### src/hdl/psgt_pkg.sv
package psgt_pkg;

    localparam int ADDR_W = 48;
    localparam int SEQ_W  = 16;
    localparam int GAP_W  = 15;
    localparam int SUM_W  = 32;

    typedef enum logic [1:0] {
        CMD_FRAME  = 2'd0,
        CMD_REARM  = 2'd1,
        CMD_CLEAR  = 2'd2,
        CMD_IGNORE = 2'd3
    } t_cmd;

    typedef enum logic [1:0] {
        ST_IDLE,
        ST_SCAN,
        ST_UPD
    } t_state;

    typedef struct packed {
        t_cmd              cmd;
        logic [ADDR_W-1:0] sender_addr;
        logic [SEQ_W-1:0]  seq_num;
    } t_in_item;

    typedef struct packed {
        logic              tracked;
        logic              was_baseline;
        logic [GAP_W-1:0]  gap_added;
        logic              reordered;
        logic [SUM_W-1:0]  gap_sum;
        logic [SUM_W-1:0]  reorder_sum;
    } t_out_item;

    typedef struct packed {
        logic [ADDR_W-1:0] addr;
        logic [SEQ_W-1:0]  prev_seq;
        logic              needs_baseline;
    } t_entry;

endpackage

### src/hdl/psgt_entry_ram.sv
module psgt_entry_ram #(
    parameter int DEPTH = 16,
    parameter int IW    = 4
) (
    input  logic             i_clk,
    input  logic             i_wr_en,
    input  logic [IW-1:0]    i_wr_addr,
    input  psgt_pkg::t_entry i_wr_data,
    input  logic             i_rd_en,
    input  logic [IW-1:0]    i_rd_addr,
    output psgt_pkg::t_entry o_rd_data
);
    import psgt_pkg::*;

    t_entry r_mem [DEPTH];
    t_entry r_rd_data;

    always_ff @(posedge i_clk) begin
        if (i_wr_en) begin
            r_mem[i_wr_addr] <= i_wr_data;
        end
    end

    always_ff @(posedge i_clk) begin
        if (i_rd_en) begin
            r_rd_data <= r_mem[i_rd_addr];
        end
    end

    assign o_rd_data = r_rd_data;

endmodule

### src/hdl/peer_sequence_gap_tracker.sv
// per-sender sequence gap tracker
// input channel: i_in_valid / o_in_ready with i_in_item {cmd, sender_addr, seq_num}
// output channel: o_out_valid / i_out_ready with o_out_item, one result per item
// a frame or re-arm walks the slot memory one entry a cycle (one read port,
// registered read data), stopping at the first matching in-use slot, then
// does the update and loads the result register in the update step
// one item is in flight at a time; the next item is taken the cycle after the
// result is registered
// reset empties the table (in-use flags in flip-flops) and zeroes both totals;
// slot contents need no clearing as a slot is written whenever it is claimed
// a clear command drops every in-use flag at once and keeps the totals
// if the receiver stalls, the result stays in the output register; one more
// item is accepted and processed, and it waits in the update step until the
// output register is free
module peer_sequence_gap_tracker #(
    parameter int PEER_SLOTS = 16
) (
    input  logic                i_clk,
    input  logic                i_rst_n,
    input  logic                i_in_valid,
    output logic                o_in_ready,
    input  psgt_pkg::t_in_item  i_in_item,
    output logic                o_out_valid,
    input  logic                i_out_ready,
    output psgt_pkg::t_out_item o_out_item
);
    import psgt_pkg::*;

    localparam int IW = (PEER_SLOTS > 1) ? $clog2(PEER_SLOTS) : 1;
    localparam logic [IW-1:0] LAST_IDX = IW'(PEER_SLOTS - 1);

    t_state               r_state, n_state;
    t_in_item             r_item, n_item;
    logic [IW-1:0]        r_idx, n_idx;
    logic                 r_issued_all, n_issued_all;
    logic                 r_pend, n_pend;
    logic [IW-1:0]        r_pidx, n_pidx;
    logic                 r_hit, n_hit;
    logic [IW-1:0]        r_slot, n_slot;
    logic                 r_free_ok, n_free_ok;
    logic [IW-1:0]        r_free, n_free;
    t_entry               r_entry, n_entry;
    logic [PEER_SLOTS-1:0] r_in_use, n_in_use;
    logic [SUM_W-1:0]     r_gap_total, n_gap_total;
    logic [SUM_W-1:0]     r_reorder_total, n_reorder_total;
    logic                 r_out_valid, n_out_valid;
    t_out_item            r_out, n_out;

    logic                 rd_en;
    t_entry               rd_data;
    logic                 wr_en;
    logic [IW-1:0]        wr_addr;
    t_entry               wr_data;

    logic                 c_lookup;
    logic                 c_tracked;
    logic [IW-1:0]        c_slot;
    t_entry               c_ent;
    logic [SEQ_W-1:0]     c_diff;
    logic                 c_base;
    logic                 c_reord;
    logic [GAP_W-1:0]     c_gap;

    psgt_entry_ram #(
        .DEPTH(PEER_SLOTS),
        .IW   (IW)
    ) u_ram (
        .i_clk    (i_clk),
        .i_wr_en  (wr_en),
        .i_wr_addr(wr_addr),
        .i_wr_data(wr_data),
        .i_rd_en  (rd_en),
        .i_rd_addr(r_idx),
        .o_rd_data(rd_data)
    );

    always_ff @(posedge i_clk) begin
        if (!i_rst_n) begin
            r_state         <= ST_IDLE;
            r_pend          <= 1'b0;
            r_in_use        <= '0;
            r_gap_total     <= '0;
            r_reorder_total <= '0;
            r_out_valid     <= 1'b0;
        end else begin
            r_state         <= n_state;
            r_pend          <= n_pend;
            r_in_use        <= n_in_use;
            r_gap_total     <= n_gap_total;
            r_reorder_total <= n_reorder_total;
            r_out_valid     <= n_out_valid;
        end
    end

    always_ff @(posedge i_clk) begin
        r_item       <= n_item;
        r_idx        <= n_idx;
        r_issued_all <= n_issued_all;
        r_pidx       <= n_pidx;
        r_hit        <= n_hit;
        r_slot       <= n_slot;
        r_free_ok    <= n_free_ok;
        r_free       <= n_free;
        r_entry      <= n_entry;
        r_out        <= n_out;
    end

    // update-step datapath
    always_comb begin
        c_lookup  = (r_item.cmd == CMD_FRAME) || (r_item.cmd == CMD_REARM);
        c_tracked = c_lookup && (r_hit || r_free_ok);
        c_slot    = r_hit ? r_slot : r_free;
        if (r_hit) begin
            c_ent = r_entry;
        end else begin
            c_ent.addr           = r_item.sender_addr;
            c_ent.prev_seq       = '0;
            c_ent.needs_baseline = 1'b1;
        end
        c_diff  = r_item.seq_num - c_ent.prev_seq;
        c_base  = 1'b0;
        c_reord = 1'b0;
        c_gap   = '0;
        if (c_tracked && (r_item.cmd == CMD_FRAME)) begin
            if (c_ent.needs_baseline) begin
                c_base = 1'b1;
            end else if ((c_diff == '0) || c_diff[SEQ_W-1]) begin
                c_reord = 1'b1;
            end else if (c_diff > SEQ_W'(1)) begin
                c_gap = GAP_W'(c_diff - SEQ_W'(1));
            end
        end
    end

    always_comb begin
        n_state         = r_state;
        n_item          = r_item;
        n_idx           = r_idx;
        n_issued_all    = r_issued_all;
        n_pend          = r_pend;
        n_pidx          = r_pidx;
        n_hit           = r_hit;
        n_slot          = r_slot;
        n_free_ok       = r_free_ok;
        n_free          = r_free;
        n_entry         = r_entry;
        n_in_use        = r_in_use;
        n_gap_total     = r_gap_total;
        n_reorder_total = r_reorder_total;
        n_out_valid     = r_out_valid && !i_out_ready;
        n_out           = r_out;
        o_in_ready      = 1'b0;
        rd_en           = 1'b0;
        wr_en           = 1'b0;
        wr_addr         = c_slot;
        wr_data         = c_ent;

        case (r_state)
            ST_IDLE: begin
                o_in_ready = 1'b1;
                if (i_in_valid) begin
                    n_item       = i_in_item;
                    n_idx        = '0;
                    n_issued_all = 1'b0;
                    n_pend       = 1'b0;
                    n_hit        = 1'b0;
                    n_free_ok    = 1'b0;
                    if ((i_in_item.cmd == CMD_FRAME) || (i_in_item.cmd == CMD_REARM)) begin
                        n_state = ST_SCAN;
                    end else begin
                        n_state = ST_UPD;
                    end
                end
            end
            ST_SCAN: begin
                // issue the next read, compare the one issued last cycle
                n_pend = 1'b0;
                if (!r_issued_all) begin
                    rd_en        = 1'b1;
                    n_pend       = 1'b1;
                    n_pidx       = r_idx;
                    n_idx        = r_idx + IW'(1);
                    n_issued_all = (r_idx == LAST_IDX);
                end
                if (r_pend) begin
                    if (r_in_use[r_pidx] && (rd_data.addr == r_item.sender_addr)) begin
                        n_hit   = 1'b1;
                        n_slot  = r_pidx;
                        n_entry = rd_data;
                        n_pend  = 1'b0;
                        n_state = ST_UPD;
                    end else begin
                        if (!r_in_use[r_pidx] && !r_free_ok) begin
                            n_free_ok = 1'b1;
                            n_free    = r_pidx;
                        end
                        if (r_pidx == LAST_IDX) begin
                            n_pend  = 1'b0;
                            n_state = ST_UPD;
                        end
                    end
                end
            end
            ST_UPD: begin
                if (!r_out_valid || i_out_ready) begin
                    if (c_tracked) begin
                        wr_en            = 1'b1;
                        n_in_use[c_slot] = 1'b1;
                        if (r_item.cmd == CMD_FRAME) begin
                            wr_data.prev_seq       = r_item.seq_num;
                            wr_data.needs_baseline = 1'b0;
                        end else begin
                            wr_data.needs_baseline = 1'b1;
                        end
                    end
                    if (r_item.cmd == CMD_CLEAR) begin
                        n_in_use = '0;
                    end
                    n_gap_total      = r_gap_total + SUM_W'(c_gap);
                    n_reorder_total  = r_reorder_total + SUM_W'(c_reord);
                    n_out.tracked      = c_tracked;
                    n_out.was_baseline = c_base;
                    n_out.gap_added    = c_gap;
                    n_out.reordered    = c_reord;
                    n_out.gap_sum      = n_gap_total;
                    n_out.reorder_sum  = n_reorder_total;
                    n_out_valid        = 1'b1;
                    n_state            = ST_IDLE;
                end
            end
            default: begin
                n_state = ST_IDLE;
            end
        endcase
    end

    assign o_out_valid = r_out_valid;
    assign o_out_item  = r_out;

    a_totals_hold: assert property (@(posedge i_clk) disable iff (!i_rst_n)
        (r_state != ST_UPD) |=> ($stable(r_gap_total) && $stable(r_reorder_total)))
        else $error("totals moved outside the update step");

    a_result_from_update: assert property (@(posedge i_clk) disable iff (!i_rst_n)
        (i_rst_n && !r_out_valid) |=> (!r_out_valid || $past(r_state == ST_UPD)))
        else $error("result appeared without an update step");

    a_untracked_quiet: assert property (@(posedge i_clk) disable iff (!i_rst_n)
        (r_out_valid && !r_out.tracked) |->
        (!r_out.was_baseline && !r_out.reordered && (r_out.gap_added == '0)))
        else $error("untracked item reported frame activity");

    a_one_outcome: assert property (@(posedge i_clk) disable iff (!i_rst_n)
        r_out_valid |-> ($countones({r_out.was_baseline, r_out.reordered,
                                     (r_out.gap_added != '0)}) <= 1))
        else $error("frame reported more than one outcome");

    a_busy_after_accept: assert property (@(posedge i_clk) disable iff (!i_rst_n)
        (i_in_valid && o_in_ready) |=> !o_in_ready)
        else $error("second item taken while one is in flight");

endmodule
### config.mk
export PLATFORM = sky130hd
export DESIGN_NAME = peer_sequence_gap_tracker
export DESIGN_NICKNAME = d
export VERILOG_FILES = /design/src/hdl/psgt_pkg.sv /design/src/hdl/psgt_entry_ram.sv /design/src/hdl/peer_sequence_gap_tracker.sv
export SDC_FILE = /design/constraint.sdc
export NUM_CORES = 2
export LEC_CHECK = 0
export BUFFER_PORTS_ARGS = -buffer_cell sky130_fd_sc_hd__buf_4
export CAP_MARGIN = 20
export CORE_MARGIN = 2
export CORE_UTILIZATION = 35
export DETAILED_ROUTE_END_ITERATION = 10
export GPL_TIMING_DRIVEN = 0
export PLACE_DENSITY_LB_ADDON = 0.15
export SETUP_SLACK_MARGIN = 0.02
export SYNTH_ARGS = -nofsm -noshare
export SYNTH_HDL_FRONTEND = slang
export SYNTH_SLANG_ARGS = --single-unit
### constraint.sdc
create_clock -name i_clk -period 8.22 [get_ports i_clk]
set_clock_uncertainty 0.1 [all_clocks]
set_input_delay 1.233 -clock i_clk [delete_from_list [all_inputs] [get_ports i_clk]]
set_output_delay 1.233 -clock i_clk [all_outputs]
set_load 0.03 [all_outputs]
---- Yosys cells after proc, flatten, opt, wreduce, memory -nomap -nowiden ----
Memory sizes are Yosys's and may differ from the RTL's. A register that Yosys moved wholly into a read port is not among the register bits.
Index checks and enable logic that the tools add are counted.
operators by class
  div/mod/pow operators ................... 0
  multiply operators ...................... 0
  bitwise operators ....................... 3
  multiplexer cells ....................... 55
  shift-type cells ........................ 0
  reduce and logical (&&, ||, !) cells .... 32
  $add $sub $neg .......................... 5
  equal/unequal tests ..................... 16
  $lt $le $gt $ge ......................... 4
operators with widths
  kind                                                                              number
  65-bit two-way mux                                                                1
  15-bit two-way mux                                                                4
  17-bit two-way mux                                                                3
  48-bit equality test                                                              1
  16-bit two-way mux                                                                3
  32-bit by 1-bit adder with 32-bit output                                          1
  32-bit by 15-bit adder with 32-bit output                                         1
  1-bit two-way mux                                                                 27
  16-bit by 1-bit greater-than comparator with 1-bit output, second input constant  1
  16-bit logical NOT                                                                1
  16-bit OR                                                                         1
  16-bit subtractor                                                                 1
  15-bit by 1-bit subtractor with 15-bit output, second input constant              1
  2-bit != test, second input constant                                              7
  2-bit two-way mux                                                                 6
  4-bit two-way mux                                                                 3
  4-bit AND reduction                                                               3
  4-bit by 5-bit < comparator with 1-bit output, second input constant              2
  3-bit AND reduction                                                               3
  4-bit equality test, second input constant                                        2
  1-bit one-hot mux with 2 select lines                                             4
  4-bit one-hot mux with 2 select lines                                             1
  2-bit AND reduction                                                               4
  2-bit by 1-bit equality test with 1-bit output, second input constant             3
  other kinds (14)                                                                  31
storage, ports and cells
  memories kept ........................... 1
  register bits after elaboration ......... 316
  bits in read-only memories .............. 0
  output and inout bits ................... 84
  input port bits ......................... 70
  word-level logic and storage cells ...... 141
  bits in writable memories ............... 1040
  bits in latches ......................... 0
memory list
  name         depth  width  read ports  clocked after memory_dff  wr ports  RTL line              text
  u_ram.r_mem  16     65     1           1                         1         psgt_entry_ram.sv:15  t_entry r_mem [DEPTH];

---- Logic depth before layout (Yosys ltp) ----
  depth in word-level cells ............... 8
  depth in mapped cells ................... 30
  mapped depth without buffers ............ 25

---- By module ----
A second synthesis with hierarchy kept.
unflattened totals
  cells, all modules ...................... 2926
  area, all modules ....................... 55657.1 um^2
modules (own cells, without submodules)
  module                     sequential area each (um^2)  area an instance (um^2)  times used  cells each
  psgt_entry_ram             33181.8                      40894.2                  1           1673
  peer_sequence_gap_tracker  8648.3                       14762.9                  1           1253

---- Least setup slack after synthesis ----
No wires, ideal clock.
  path kind ............................... register -> register
  start ................................... register r_hit
  end ..................................... register r_out, in the netlist o_out_item[59] (data pin)
  arrival ................................. 6.136 ns
  buffers on the path ..................... 6
  stages on the path, launching flop included .. 27
  setup time .............................. 0.260 ns
  slack ................................... 1.724 ns
  period minus slack after synthesis ...... 6.496 ns
  required time ........................... 7.860 ns
  cell sequence ........................... edfxtp_1 clkbuf_1 clkbuf_1 clkbuf_1 clkbuf_1 nand2_1 fa_1 a21o_1 a221oi_2 a211o_1 a311o_2 nor2_2 a2111oi_4 nand2_2 o211ai_4 buf_6 nor2_2 ha_1 a2111oi_0 o21a_1 o2111ai_1 a31o_2 a21oi_1 or2_2 clkbuf_1 nor2_1 xor2_1
on the way
  longest elaborated chain between the ends .. 8
  elaborated cells between the ends (all ways) .. 14
  those cells by class .................... add/sub (3); order compare (1); mux (5); reduce/logical (5)
ends and longest elaborated chain
  what                                                                   RTL line                                                            text
  start: declaration                                                     peer_sequence_gap_tracker.sv:38                                     logic r_hit, n_hit;
  start signal: assignment                                               peer_sequence_gap_tracker.sv:100                                    r_hit <= n_hit;
  65-bit two-way mux                                                     peer_sequence_gap_tracker.sv:113                                    if (r_hit) begin
  16-bit subtractor                                                      peer_sequence_gap_tracker.sv:120                                    c_diff = r_item.seq_num - c_ent.prev_seq;
  15-bit by 1-bit subtractor with 15-bit output (tied with other cells)  peer_sequence_gap_tracker.sv:130                                    c_gap = GAP_W'(c_diff - SEQ_W'(1));
  15-bit two-way mux or 1-bit logical OR (tied branches)                 peer_sequence_gap_tracker.sv:129, peer_sequence_gap_tracker.sv:127
  15-bit two-way mux                                                     peer_sequence_gap_tracker.sv:127                                    end else if ((c_diff == '0) || c_diff[SEQ_W-1]) begin
  15-bit two-way mux                                                     peer_sequence_gap_tracker.sv:125                                    if (c_ent.needs_baseline) begin
  15-bit two-way mux *                                                   peer_sequence_gap_tracker.sv:124                                    if (c_tracked && (r_item.cmd == CMD_FRAME)) begin
  named net c_gap[6]                                                     peer_sequence_gap_tracker.sv:62                                     logic [GAP_W-1:0] c_gap;
  32-bit by 15-bit adder with 32-bit output *                            peer_sequence_gap_tracker.sv:219                                    n_gap_total = r_gap_total + SUM_W'(c_gap);
  end signal: assignment                                                 peer_sequence_gap_tracker.sv:105                                    r_out <= n_out;
  end: declaration                                                       peer_sequence_gap_tracker.sv:47                                     t_out_item r_out, n_out;
Mark *: on every way through the listed nets, which the timed path passes. The rest lies on a longest branch.
A chain may end at the register's enable or synchronous reset.

---- Worst setup path after layout ----
  start ................................... register r_hit
  end ..................................... register r_out, in the netlist o_out_item[57] (data pin)
The elaborated chain is that of the path after synthesis.

==> flow_results.xml <==
<?xml version="1.0" encoding="UTF-8"?>
<metrics>
  <group name="place">
    <metric name="dp_worst_setup_slack" unit="ns">-0.761</metric>
    <metric name="post_dp_cell_area" unit="um2">61600</metric>
    <metric name="dp_cells" unit="">5093</metric>
    <metric name="place_congestion" unit="">0.813</metric>
    <metric name="port-buffer-count" unit="">152</metric>
    <metric name="dp_hpwl" unit="um">98500</metric>
  </group>
  <group name="detailed_routing">
    <metric name="via_per_inst" unit="">5.20</metric>
    <metric name="detailedRoute.firstPassIterationCount" unit="">5</metric>
    <metric name="wl_per_cell" unit="um">27.1</metric>
    <metric name="violation_count_after_the_first_detailed_routing_iteration" unit="">2145</metric>
    <metric name="route.detailed.drc" unit="">0</metric>
    <metric name="route.vias.total" unit="">27970</metric>
    <metric name="route.final.wire_length" unit="um">146000</metric>
    <metric name="detail-route-antenna-nets" unit="">0</metric>
  </group>
  <group name="logic_synthesis">
    <metric name="synth-seq-cells" unit="">1421</metric>
    <metric name="syn-instance-count" unit="">2762</metric>
    <metric name="synth_enable_flop_cells" unit="">1337</metric>
    <metric name="yosysWarnings" unit="">0</metric>
    <metric name="synth.net_count" unit="">2870</metric>
    <metric name="synth-seq-area-share" unit="%">75.1</metric>
    <metric name="synthFlopType" unit="">sky130_fd_sc_hd__edfxtp_1</metric>
    <metric name="yosysUniqueCellTypes" unit="">71</metric>
    <metric name="post_synth.cell_area_avg" unit="um2">20.2</metric>
    <metric name="postSynth.asyncResetShare" unit="%">0</metric>
    <metric name="netlist_area" unit="um2">55700</metric>
  </group>
  <group name="power">
    <metric name="power.static_leakage" unit="nW">21.3</metric>
    <metric name="power_per_cell_area" unit="nW/um2">243</metric>
    <metric name="power.total" unit="mW">16.2</metric>
    <metric name="vdd_drop_max" unit="mV">0.193</metric>
  </group>
  <group name="layout">
    <metric name="most_frequent_standard_cell_in_the_layout_excluding_fill_and_tap_cells" unit="">sky130_fd_sc_hd__edfxtp_1</metric>
    <metric name="share_of_layout_cells_above_drive_strength_1" unit="%">28.3</metric>
    <metric name="layout-area-overhead-vs-synth" unit="%">19.5</metric>
    <metric name="sequential_cell_area" unit="um2">41800</metric>
    <metric name="post_layout_nonfiller_instances" unit="">5378</metric>
    <metric name="most-common-layout-cells" unit="">1337 x sky130_fd_sc_hd__edfxtp_1, 330 x sky130_fd_sc_hd__mux4_2, 162 x sky130_fd_sc_hd__buf_4, 159 x sky130_fd_sc_hd__clkbuf_16, 124 x sky130_fd_sc_hd__nand2_1</metric>
    <metric name="final_nets" unit="">3295</metric>
    <metric name="multi_input_comb_area" unit="um2">13400</metric>
    <metric name="layout.cell_area.non_filler" unit="um2">66600</metric>
    <metric name="fillers" unit="">13831</metric>
  </group>
  <group name="sta">
    <metric name="timing.final.crit_period" unit="ns">7.32</metric>
    <metric name="worst_slew_pin_slew" unit="ns">1.12</metric>
    <metric name="setup_slack" unit="ns">0.896</metric>
    <metric name="worst_slew_margin_rel" unit="%">25.3</metric>
    <metric name="setup_violations" unit="">0</metric>
    <metric name="max_clock_freq" unit="MHz">137</metric>
    <metric name="rsz0062_at_grt" unit="">false</metric>
    <metric name="hold_violations" unit="">0</metric>
    <metric name="slew_viol_final" unit="">0</metric>
    <metric name="fin_crit_sh" unit="%">89.1</metric>
  </group>
  <group name="hold_path">
    <metric name="min_path_cells" unit="">0</metric>
    <metric name="timing.hold.worst.class" unit="">reg -&gt; reg</metric>
  </group>
  <group name="critical_path">
    <metric name="timing.critical_path.from_type" unit="">flip-flop</metric>
    <metric name="worst-path-buf-inv" unit="">5</metric>
    <metric name="timing.critical_path.arrival" unit="ns">7.72</metric>
    <metric name="critical-path-slowest-cell" unit="">sky130_fd_sc_hd__a221oi_2</metric>
    <metric name="timing.critical_path.max_delay_family" unit="">compound AO/OA/AOI/OAI gates</metric>
    <metric name="setup.worst_path.end_class" unit="">flip-flop</metric>
    <metric name="rr_worst_depth" unit="">25</metric>
    <metric name="worst-endpoint-required" unit="ns">8.62</metric>
    <metric name="worstSetupPathDepth" unit="">25</metric>
    <metric name="critical-path-max-stage-delay" unit="ns">0.49</metric>
    <metric name="critPathKind" unit="">reg -&gt; reg</metric>
    <metric name="critical_path.max_fanout" unit="">10</metric>
  </group>
  <group name="cts">
    <metric name="clk_transition_reported_paths" unit="ns">0.06</metric>
    <metric name="max-clock-path-buffers" unit="">3</metric>
    <metric name="cts_tree" unit="">yes</metric>
    <metric name="cts_made_buffers" unit="">153</metric>
    <metric name="clk_root_buffer_cell" unit="">sky130_fd_sc_hd__clkbuf_16</metric>
    <metric name="cts_max_level" unit="">4</metric>
    <metric name="clk_latency" unit="ns">0.78</metric>
    <metric name="clock_sink_count" unit="">1421</metric>
  </group>
  <group name="floorplanning">
    <metric name="core.rowCount" unit="">146</metric>
    <metric name="io_pins" unit="">154</metric>
    <metric name="initial_utilization" unit="%">35.2</metric>
    <metric name="core_area" unit="um2">158000</metric>
    <metric name="dieWidth" unit="um">403</metric>
    <metric name="dieArea" unit="um2">162000</metric>
    <metric name="die_height" unit="um">403</metric>
  </group>
  <group name="job">
    <metric name="drv_cap" unit="">0</metric>
  </group>
  <group name="global_route">
    <metric name="global_route.usage.total" unit="%">18.0</metric>
    <metric name="global_routing_usage_on_met3" unit="%">3.28</metric>
    <metric name="grt_pass1_vias" unit="">29155</metric>
    <metric name="global_route.peak_usage_layer" unit="">met2</metric>
    <metric name="global_route.usage.met1" unit="%">24.0</metric>
    <metric name="grt.overflow.total" unit="">0</metric>
    <metric name="grt_pass1_wl" unit="um">208000</metric>
    <metric name="grt_antenna_before_repair" unit="">5</metric>
    <metric name="largest_net_degree_at_the_start_of_global_routing" unit="">54</metric>
    <metric name="gr-usage-met2" unit="%">30.2</metric>
  </group>
  <group name="run_status">
    <metric name="run_status" unit="">finished, final reports clean</metric>
  </group>
</metrics>
-- cell families after synthesis --
family / synth area share [%]
and+or+nand+nor: 3.76
adders and majority gates: 0.881
DFF: 75.1
AOI/OAI and AO/OA: 2.37
xor gates and xnor gates: 2.52
buffers and inverters: 1.01
muxes: 14.4
-- per-stage QoR --
stage	hold WS [ns]	setup TNS, ns	util, %
after global placement	0.304	-3109.00	37.6
after floorplan	0.300	0	-
after CTS	0.318	0	42.0
after global routing	0.324	0	42.1
after detailed placement	0.306	-18.72	38.9
final	0.316	0	42.1
-- Yosys cell counts (all sizes together), types with 36 or more instances --
library cell / n / area [um2]
nor2: 114 / 458
a21oi: 47 / 239
clkbuf: 92 / 345
mux4: 330 / 7430
xor2: 39 / 342
mux2: 49 / 552
edfxtp: 1337 / 40100
dfxtp: 84 / 1680
xnor2: 121 / 1060
ha: 36 / 450
nand2: 126 / 478
o21ai: 47 / 235
-- power breakdown --
group          total [mW]  leakage, nW  switching, mW  internal, mW
Sequential           8.12         12.9         0.0511          8.07
Combinational        1.38         6.07          0.784         0.594
Clock                6.66         2.37           2.80          3.86
-- worst paths after layout --
kind,from,end,slack (ns)
max,r_hit$_DFFE_PP_,o_out_item[57]$_DFFE_PP_,0.90
min,u_ram.o_rd_data[11]$_DFFE_PP_,r_entry[11]$_DFFE_PP_,0.32
max reg2reg,r_hit$_DFFE_PP_,o_out_item[57]$_DFFE_PP_,0.90
min reg2reg,u_ram.o_rd_data[11]$_DFFE_PP_,r_entry[11]$_DFFE_PP_,0.32
-- layout make-up --
class | count | area share (%)
Clock inverter | 82 | 1.02
Tap cell | 2072 | 3.90
Inverter | 26 | 0.150
Buffer | 116 | 0.709
Timing Repair Buffer | 271 | 4.93
Clock buffer | 191 | 6.24
Sequential cell | 1421 | 62.9
Multi-Input combinational cell | 1198 | 20.2
Antenna cell | 1 | 0.00376
-- per-layer routing --
layer | up-vias | part of all wire (%)
li1 | 12068 | -
met1 | 14892 | 43
met2 | 819 | 50
met3 | 187 | 5.0
met4 | 4 | 2.3
met5 | - | 0.016
-- flip-flops by register name, summed over array words and instances (netlist names), 2 cells and up --
| signal | cells |
|---|---|
| o_out_item | 82 |
| r_entry | 65 |
| r_free | 4 |
| r_gap_total | 32 |
| r_idx | 4 |
| r_in_use | 16 |
| r_item | 66 |
| r_pidx | 4 |
| r_reorder_total | 32 |
| r_slot | 4 |
| r_state | 2 |
| u_ram.o_rd_data | 65 |
| u_ram.r_mem | 1040 |
-- repair_timing --
item | CTS | global route
resized for setup | 2 | 7
setup endpoints to repair | 47 | 43
pin swaps | 0 | 0
hold buffers | 0 | 0
setup buffers | 0 | 3
Power figures use the tool's default switching activity.
